`src/positional_list_insert_delete_top_defines.svh`:
```
// ----------------------------------------------------------------------------
// Assertion macros used by the positional list sequencer, pli_seq
// Each macro expands to one labeled concurrent assertion on clk / arst_n.
// ----------------------------------------------------------------------------
`ifndef POSITIONAL_LIST_INSERT_DELETE_TOP_DEFINES_SVH
`define POSITIONAL_LIST_INSERT_DELETE_TOP_DEFINES_SVH

// Same-cycle implication
`define PLI_ASSERT_IMPL(label, ante, cons, msg) \
	label: assert property (@(posedge clk) disable iff (!arst_n) (ante) |-> (cons)) \
		else $error(msg);

// Next-cycle implication
`define PLI_ASSERT_NEXT(label, ante, cons, msg) \
	label: assert property (@(posedge clk) disable iff (!arst_n) (ante) |=> (cons)) \
		else $error(msg);

`endif

```
`src/pli_pkg.sv`:
```
// ----------------------------------------------------------------------------
// pli_pkg
// Shared types and codes for the positional list.
// ----------------------------------------------------------------------------
package pli_pkg;

	localparam int OP_W   = 2;
	localparam int POS_W  = 6;
	localparam int DATA_W = 32;
	localparam int CNT_W  = 6;

	localparam logic [OP_W-1:0] OP_INSERT = 2'd0;
	localparam logic [OP_W-1:0] OP_DELETE = 2'd1;
	localparam logic [OP_W-1:0] OP_READ   = 2'd2;

	typedef struct packed {
		logic [OP_W-1:0]          operation;
		logic [POS_W-1:0]         position;
		logic signed [DATA_W-1:0] value;
	} cmd_t;

	typedef struct packed {
		logic                     status;
		logic signed [DATA_W-1:0] read_value;
		logic [CNT_W-1:0]         count;
	} res_t;

endpackage

```
`src/pli_ram.sv`:
```
// ----------------------------------------------------------------------------
// pli_ram
// Simple dual-port RAM: one write port, one read port, registered read data.
// ----------------------------------------------------------------------------
module pli_ram #(
	parameter int WIDTH = 32,
	parameter int DEPTH = 32,
	localparam int AW = (DEPTH > 1) ? $clog2(DEPTH) : 1
) (
	input  logic             clk,
	input  logic             we,
	input  logic [AW-1:0]    waddr,
	input  logic [WIDTH-1:0] wdata,
	input  logic             re,
	input  logic [AW-1:0]    raddr,
	output logic [WIDTH-1:0] rdata
);

	logic [WIDTH-1:0] mem_q [DEPTH];
	logic [WIDTH-1:0] rdata_q;

	always_ff @(posedge clk) begin
		if (we) begin
			mem_q[waddr] <= wdata;
		end
		if (re) begin
			rdata_q <= mem_q[raddr];
		end
	end

	assign rdata = rdata_q;

endmodule

```
`src/pli_seq.sv`:
```
// ----------------------------------------------------------------------------
// pli_seq
// Operation sequencer: checks a command, walks the entries that must move
// through the RAM one per cycle, then commits the count and the result.
// ----------------------------------------------------------------------------
module pli_seq import pli_pkg::*; #(
	parameter int CAPACITY = 32,
	localparam int AW = (CAPACITY > 1) ? $clog2(CAPACITY) : 1,
	localparam int CW = $clog2(CAPACITY + 1)
) (
	input  logic              clk,
	input  logic              arst_n,
	input  logic              start,
	input  cmd_t              cmd,
	output logic              idle,
	input  logic              slot_free,
	output logic              done,
	output res_t              res,
	output logic              re,
	output logic [AW-1:0]     raddr,
	input  logic [DATA_W-1:0] rdata,
	output logic              we,
	output logic [AW-1:0]     waddr,
	output logic [DATA_W-1:0] wdata
);

	localparam logic [1:0] S_IDLE  = 2'd0;
	localparam logic [1:0] S_MOVE  = 2'd1;
	localparam logic [1:0] S_FINAL = 2'd2;

	logic [1:0]        state_q;
	logic [CW-1:0]     cnt_q;
	logic [OP_W-1:0]   op_q;
	logic              ok_q;
	logic [AW-1:0]     pos_addr_q;
	logic [DATA_W-1:0] val_q;
	logic [AW-1:0]     rd_addr_q;
	logic [CW-1:0]     left_q;
	logic [DATA_W-1:0] rv_q;
	logic              pend_s1;
	logic [AW-1:0]     dest_s1;

	logic [7:0]    pos_w;
	logic [7:0]    cnt_w;
	logic [7:0]    cap_w;
	logic          ins_ok;
	logic          del_ok;
	logic          rd_ok;
	logic [CW-1:0] cnt_next;
	logic [7:0]    cnt_next_w;
	logic [AW-1:0] first_raddr;
	logic [CW-1:0] first_left;
	logic          ins_done;

	assign pos_w = {2'b00, cmd.position};
	assign cnt_w = 8'(cnt_q);
	assign cap_w = 8'(CAPACITY);

	assign ins_ok = (cmd.operation == OP_INSERT) && (cnt_w < cap_w) && (pos_w != 8'd0) &&
		(pos_w <= cnt_w + 8'd1);
	assign del_ok = (cmd.operation == OP_DELETE) && (pos_w != 8'd0) && (pos_w <= cnt_w);
	assign rd_ok  = (cmd.operation == OP_READ) && (pos_w != 8'd0) && (pos_w <= cnt_w);

	// Start address and number of moves for the incoming command
	always_comb begin
		first_raddr = AW'(pos_w - 8'd1);
		first_left  = '0;
		case (cmd.operation)
			OP_INSERT: begin
				// Walk down from the last entry to the target
				first_raddr = AW'(cnt_w - 8'd1);
				if (ins_ok) begin
					first_left = CW'(cnt_w - pos_w + 8'd1);
				end
			end
			OP_DELETE: begin
				// Walk up from the entry after the target
				first_raddr = AW'(pos_w);
				if (del_ok) begin
					first_left = CW'(cnt_w - pos_w);
				end
			end
			OP_READ: begin
				if (rd_ok) begin
					first_left = CW'(1);
				end
			end
			default: begin
				first_left = '0;
			end
		endcase
	end

	// One read per cycle while moves remain; each write lands in the cycle after its read
	assign re    = (state_q == S_MOVE) && (left_q != '0);
	assign raddr = rd_addr_q;

	always_comb begin
		we    = 1'b0;
		waddr = dest_s1;
		wdata = rdata;
		if (state_q == S_MOVE) begin
			we = pend_s1 && (op_q != OP_READ);
		end else if (state_q == S_FINAL) begin
			we    = slot_free && ok_q && (op_q == OP_INSERT);
			waddr = pos_addr_q;
			wdata = val_q;
		end
	end

	always_comb begin
		cnt_next = cnt_q;
		if (ok_q && (op_q == OP_INSERT)) begin
			cnt_next = cnt_q + CW'(1);
		end else if (ok_q && (op_q == OP_DELETE)) begin
			cnt_next = cnt_q - CW'(1);
		end
	end

	assign cnt_next_w     = 8'(cnt_next);
	assign res.status     = !ok_q;
	assign res.read_value = (ok_q && (op_q == OP_READ)) ? rv_q : '0;
	assign res.count      = cnt_next_w[CNT_W-1:0];

	assign idle = (state_q == S_IDLE);
	assign done = (state_q == S_FINAL) && slot_free;

	assign ins_done = done && ok_q && (op_q == OP_INSERT);

	always_ff @(posedge clk or negedge arst_n) begin
		if (!arst_n) begin
			state_q <= S_IDLE;
			cnt_q   <= '0;
			pend_s1 <= 1'b0;
		end else begin
			case (state_q)
				S_IDLE: begin
					pend_s1 <= 1'b0;
					if (start) begin
						state_q <= S_MOVE;
					end
				end
				S_MOVE: begin
					pend_s1 <= re;
					if ((left_q == '0) && !pend_s1) begin
						state_q <= S_FINAL;
					end
				end
				S_FINAL: begin
					if (slot_free) begin
						cnt_q   <= cnt_next;
						state_q <= S_IDLE;
					end
				end
				default: begin
					state_q <= S_IDLE;
				end
			endcase
		end
	end

	always_ff @(posedge clk) begin
		if (state_q == S_IDLE) begin
			if (start) begin
				op_q       <= cmd.operation;
				val_q      <= cmd.value;
				pos_addr_q <= AW'(pos_w - 8'd1);
				rv_q       <= '0;
				ok_q       <= ins_ok || del_ok || rd_ok;
				rd_addr_q  <= first_raddr;
				left_q     <= first_left;
			end
		end else if (state_q == S_MOVE) begin
			if (re) begin
				left_q <= left_q - CW'(1);
				if (op_q == OP_INSERT) begin
					rd_addr_q <= rd_addr_q - AW'(1);
					dest_s1   <= rd_addr_q + AW'(1);
				end else begin
					rd_addr_q <= rd_addr_q + AW'(1);
					dest_s1   <= rd_addr_q - AW'(1);
				end
			end
			if (pend_s1 && (op_q == OP_READ)) begin
				rv_q <= rdata;
			end
		end
	end

	`include "positional_list_insert_delete_top_defines.svh"

	`PLI_ASSERT_IMPL(a_cnt_cap, 1'b1, cnt_q <= CW'(CAPACITY), "entry count above capacity")
	`PLI_ASSERT_IMPL(a_no_wr_idle, state_q == S_IDLE, !we, "RAM write while idle")
	`PLI_ASSERT_IMPL(a_rw_apart, re && we, raddr != waddr, "read and write hit one entry")
	`PLI_ASSERT_NEXT(a_ins_cnt, ins_done, cnt_q == $past(cnt_q) + CW'(1), "insert missed count")
	`PLI_ASSERT_IMPL(a_start_idle, start, state_q == S_IDLE, "command started while busy")

endmodule

```
`src/positional_list_insert_delete_top.sv`:
```
// ----------------------------------------------------------------------------
// positional_list_insert_delete_top
// Ordered list of signed 32-bit words with insert, delete and read by
// one-based position; one result word per command word.
// ----------------------------------------------------------------------------
// The list lives in a single simple dual-port RAM of CAPACITY words, and every
// entry that an insert or delete must shift goes through that RAM's one read
// and one write port, one entry per cycle. A command word is taken only while
// the block is idle; it then holds off until that command has finished. A new
// command word is taken while the previous result waits in the output
// register; a finished result that finds that register still full holds the
// block until the register is taken. No clearing pass is needed after reset.
// ----------------------------------------------------------------------------
module positional_list_insert_delete_top import pli_pkg::*; #(
	parameter int CAPACITY = 32
) (
	input  logic                     clk,
	input  logic                     arst_n,
	input  logic                     cmd_valid,
	output logic                     cmd_ready,
	input  logic [OP_W-1:0]          operation,
	input  logic [POS_W-1:0]         position,
	input  logic signed [DATA_W-1:0] value,
	output logic                     res_valid,
	input  logic                     res_ready,
	output logic                     status,
	output logic signed [DATA_W-1:0] read_value,
	output logic [CNT_W-1:0]         count
);

	localparam int AW = (CAPACITY > 1) ? $clog2(CAPACITY) : 1;

	cmd_t              cmd;
	res_t              res;
	logic              start;
	logic              idle;
	logic              slot_free;
	logic              done;
	logic              re;
	logic              we;
	logic [AW-1:0]     raddr;
	logic [AW-1:0]     waddr;
	logic [DATA_W-1:0] rdata;
	logic [DATA_W-1:0] wdata;

	logic              res_valid_q;
	res_t              res_q;

	assign cmd.operation = operation;
	assign cmd.position  = position;
	assign cmd.value     = value;

	assign cmd_ready = idle;
	assign start     = cmd_valid && cmd_ready;
	assign slot_free = !res_valid_q || res_ready;

	pli_seq #(
		.CAPACITY(CAPACITY)
	) u_seq (
		.clk      (clk),
		.arst_n   (arst_n),
		.start    (start),
		.cmd      (cmd),
		.idle     (idle),
		.slot_free(slot_free),
		.done     (done),
		.res      (res),
		.re       (re),
		.raddr    (raddr),
		.rdata    (rdata),
		.we       (we),
		.waddr    (waddr),
		.wdata    (wdata)
	);

	pli_ram #(
		.WIDTH(DATA_W),
		.DEPTH(CAPACITY)
	) u_ram (
		.clk  (clk),
		.we   (we),
		.waddr(waddr),
		.wdata(wdata),
		.re   (re),
		.raddr(raddr),
		.rdata(rdata)
	);

	// Hold the result word until taken
	always_ff @(posedge clk or negedge arst_n) begin
		if (!arst_n) begin
			res_valid_q <= 1'b0;
		end else if (done) begin
			res_valid_q <= 1'b1;
		end else if (res_ready) begin
			res_valid_q <= 1'b0;
		end
	end

	always_ff @(posedge clk) begin
		if (done) begin
			res_q <= res;
		end
	end

	assign res_valid  = res_valid_q;
	assign status     = res_q.status;
	assign read_value = res_q.read_value;
	assign count      = res_q.count;

endmodule
```
`config.mk`:
```
export PLATFORM = sky130hd
export DESIGN_NAME = positional_list_insert_delete_top
export DESIGN_NICKNAME = d
export VERILOG_FILES = /design/src/pli_pkg.sv /design/src/pli_ram.sv /design/src/pli_seq.sv /design/src/positional_list_insert_delete_top.sv
export VERILOG_INCLUDE_DIRS = /design/src /design/src/src
export SDC_FILE = /design/constraint.sdc
export NUM_CORES = 1
export LEC_CHECK = 0
export BUFFER_PORTS_ARGS = -buffer_cell sky130_fd_sc_hd__buf_2
export CORE_MARGIN = 5
export CORE_UTILIZATION = 40
export CTS_BUF_LIST = sky130_fd_sc_hd__clkbuf_16
export CTS_CLUSTER_DIAMETER = 120
export CTS_CLUSTER_SIZE = 12
export DETAILED_ROUTE_END_ITERATION = 12
export GPL_TIMING_DRIVEN = 0
export HOLD_SLACK_MARGIN = 0.1
export PLACE_DENSITY = 0.55
export SYNTH_ARGS = -nofsm -noshare
export SYNTH_HDL_FRONTEND = slang
export SYNTH_HIERARCHICAL = 1
export SYNTH_SLANG_ARGS = --single-unit
```
`constraint.sdc`:
```
create_clock -name clk -period 8.2 [get_ports clk]
set_input_delay 0.82 -clock clk [delete_from_list [all_inputs] [get_ports clk]]
set_output_delay 0.82 -clock clk [all_outputs]
set_load 0.02 [all_outputs]
```
==> summary.md <==
| Metric | Value |
|---|---|
| Outcome | `completed` |
| Slowest cell on crit path | `nor2_4` |
| Slew Viols, Final | `0` |
| Clock-pin transition on the worst setup and hold timing paths | `0.06 ns` |
| TritonRoute pass-1 iters | `7` |
| DP Area | `0.0508 mm^2` |
| CTS sink count | `1,193` |
| Placeable Area | `0.118 mm^2` |
| Tot GR Track Use | `18.0%` |
| Mapped Area | `0.0474 mm^2` |
| Buffers & Inverters on Critical Path | `0` |
| Seq/Total Area, Yosys | `75.4%` |
| Tcrit/Tclk final | `54.1%` |
| CTS Buffer Depth | `3` |
| Synth area leader | `edfxtp_1` |
| Worst Path Max Fanout | `32` |
| Layout Skew | `0.0234 ns` |
| Mean post-synth cell area | `17.2 um^2` |
| Setup crit start kind | `flip-flop` |
| Number of top-level pins | `85` |
| Per-cell routed wire length | `25.3 um` |
| H-tree levels | `3` |
| First-pass GRT wire length | `168 mm` |
| Final ANT Viol Nets | `0` |
| Dpl hpwl | `79.8 mm` |
| FF-to-FF path depth | `6` |
| CTS tree | `done` |
| Die ar. | `0.126 mm^2` |
| Tmin final | `4.44 ns` |
| Most frequent cells in the layout | `edfxtp_1 (1,183), mux2i_1 (519), nand2_1 (117)` |
| Gr ovfl total | `0` |
| FP Rows | `126` |
| Crit path cell chain | `nor2b_1 -> nand2_1 -> or3_1 -> a21boi_0 -> nand3b_1 -> nor2_4` |
| Initial Util | `40.2%` |
| Vias per cell | `5.43` |
| Die H | `354 um` |
| Pwr per Cell Area | `358 mW/mm^2` |
| Via count | `24,700` |
| Initial antenna violation count | `4` |
| FFs w/ async S/R, synth | `0.838%` |
| Gp weighted congestion | `0.823` |
| Static leakage | `18.6 nW` |
| Synth Area in XOR/XNOR | `0.665%` |
| Synth top area share | `74.9%` |
| Setup violators final | `0` |
| Largest family of logic cells by synthesized area | `multiplexers` |
| Final hold violation count | `0` |
| Cells on Worst Hold Path | `1` |
| Critical path depth | `6` |
| F_max | `0.225 GHz` |
| Hold WC Path Type | `in2reg` |
| Worst-margin pin slew | `1.13 ns` |
| Cell variety after synth | `62` |
| Largest net degree at the start of global routing | `33` |
| Max-cap violations | `0` |
| Setup TNS | `0 ns` |
| Crit path largest cell delay | `1.09 ns` |
| Commonest non-fill, non-tap cell in the layout | `edfxtp_1` |
| Vias in the first global route | `25,200` |
| # nets final | `3,053` |
| Later-pin clock latency in the skew report | `0.68 ns` |
| VDD IR max | `0.000173 V` |
| CTS resizes | `0` |
| Compound-gate portion of the synthesized area | `4.98%` |
| Routed wire length | `115 mm` |
| YS warnings | `6` |
| Fraction of layout cells with a size suffix above 1 | `13.8%` |
| Finished Cell Area | `0.0537 mm^2` |
| Unrepaired setup endpoints after global routing | `no` |
| Simple-Gate Fraction of Synth Area | `4.46%` |
| Clock root cell | `clkbuf_16` |
| Post-CTS setup buffer count | `0` |
| Area grow syn2layout | `13.2%` |
| Post-synth EDFFs | `1,183` |
| Worst relative slew slack | `24.5%` |
| Arrival time worst endpoint | `4.73 ns` |
| Die width | `354 um` |
| Hold Buf Count CTS | `1` |
| I/O Buffers | `84` |
| Largest cells by area after synthesis | `edfxtp_1 (75%), mux2i_1 (11%), a22oi_1 (1.6%), a22o_1 (1.2%), a21oi_1 (1.2%)` |
| Post-Synth Adder-Cell Area | `0.596%` |
| Top FF cell, synth | `edfxtp_1` |
| Crit path required time | `8.49 ns` |
| Yosys reg bits | `1,193` |
| WS Path Type | `reg2reg` |
| Crit path max-delay family | `simple AND/OR/NAND/NOR gates` |
| CTS buffer count | `109` |
| Mux cell area share after synthesis | `11.9%` |
| Drt initial violations | `2,231` |
| Syn nets | `2,822` |
| Drt drc | `0` |
| Mapped Cells | `2,756` |
| CP Capture Type | `flip-flop` |
[cells in the mapped netlist (21+ instances only)]
master,n
mux2_2,39
buf_2,31
ha_1,21
nor2_1,56
mux2i_1,519
inv_1,25
nand3_1,105
nand2_1,117
buf_4,34
a22oi_1,101
nor3_1,39
clkbuf_1,56
edfxtp_1,1183
a21oi_1,109
a22o_1,64
and2_1,67
a31oi_1,35
[worst paths after layout]
| kind | to | slack, ns | start |
|---|---|---|---|
| worst max-delay path | u_ram/mem_q[17][14] | 3.76 | u_seq/state_q[1] |
| worst min-delay path | u_seq/val_q[13] | 0.31 | value[13] |
| worst max register to register | u_ram/mem_q[17][14] | 3.76 | u_seq/state_q[1] |
| worst min register to register | read_value[28] | 0.51 | u_seq/rv_q[28] |
| max in group asynchronous | u_seq/state_q[1] | 7.45 | arst_n |
| min in group asynchronous | u_seq/cnt_q[5] | 0.53 | arst_n |
[area by class of cell]
cell class | count | area [um^2]
diodes | 2 | 5.00
well taps | 1536 | 1920
clock inverters | 15 | 140
clock buffers | 111 | 2780
fillers | 10000 | 64200
repair buffers | 120 | 1150
plain buffers | 145 | 840
inverters | 28 | 108
multi-input cells | 1390 | 11000
flip-flops and latches | 1193 | 35800
[sequential cells by signal, indices dropped and copies added, names as in the netlist]
| register | cells |
|---|---|
| u_seq/dest_s1 | 5 |
| u_seq/val_q | 32 |
| u_seq/rv_q | 32 |
| u_seq/pos_addr_q | 5 |
| count | 6 |
| status | 1 |
| u_ram/mem_q | 1024 |
| u_seq/raddr | 5 |
| u_seq/op_q | 2 |
| u_seq/pend_s1 | 1 |
| u_seq/ok_q | 1 |
| u_ram/rdata | 32 |
| res_valid | 1 |
| u_seq/cnt_q | 6 |
| u_seq/left_q | 6 |
| read_value | 32 |
| u_seq/state_q | 2 |
[report_power, final]
group	total (mW)	internal, mW	switching, mW
Sequential	8.55	8.32	0.228
Combinational	6.21	1.95	4.26
Clock	4.44	2.39	2.05
[per-layer routing]
metal | global-route usage (%) | vias to the layer above | wire length, um
met1 | 24.2 | 12600 | 48900
met4 | 4.45 | 0 | 2220
met5 | 0 | - | 0
li1 | - | 11200 | -
met2 | 30.8 | 762 | 56800
met3 | 3.09 | 148 | 7190
[metrics by stage]
step / hold WS, ns / util (%) / power (mW) / std cells / setup WS (ns)
finish: 0.315 / 45.5 / 19.2 / 4540 / 3.76
global route: 0.262 / 45.5 / 20.1 / 4538 / 3.61
CTS: 0.254 / 45.5 / 19.4 / 4538 / 3.73
detailed placement: 0.505 / 43.0 / 14.9 / 4411 / 3.67
global placement: 0.501 / 42.2 / 14.6 / 4376 / 1.96
floorplan: 0.482 / - / 12.4 / 2756 / 4.13
[cell families after synthesis]
| logic type | Yosys count |
|---|---|
| DFF | 1193 |
| muxes | 558 |
| and+or+nand+nor | 426 |
| AOI/OAI and AO/OA | 348 |
| buffers and inverters | 173 |
| xor gates and xnor gates | 36 |
| adders and majority gates | 22 |
[worst reg2reg max path: stages (launching register included)]
cell      delay, ns
dfrtp_1        0.41
nor2b_1        0.43
nand2_1        0.24
or3_1          0.34
a21boi_0       0.63
nand3b_1       0.88
nor2_4         1.09
No activity file was read; power rests on OpenSTA's default activity.
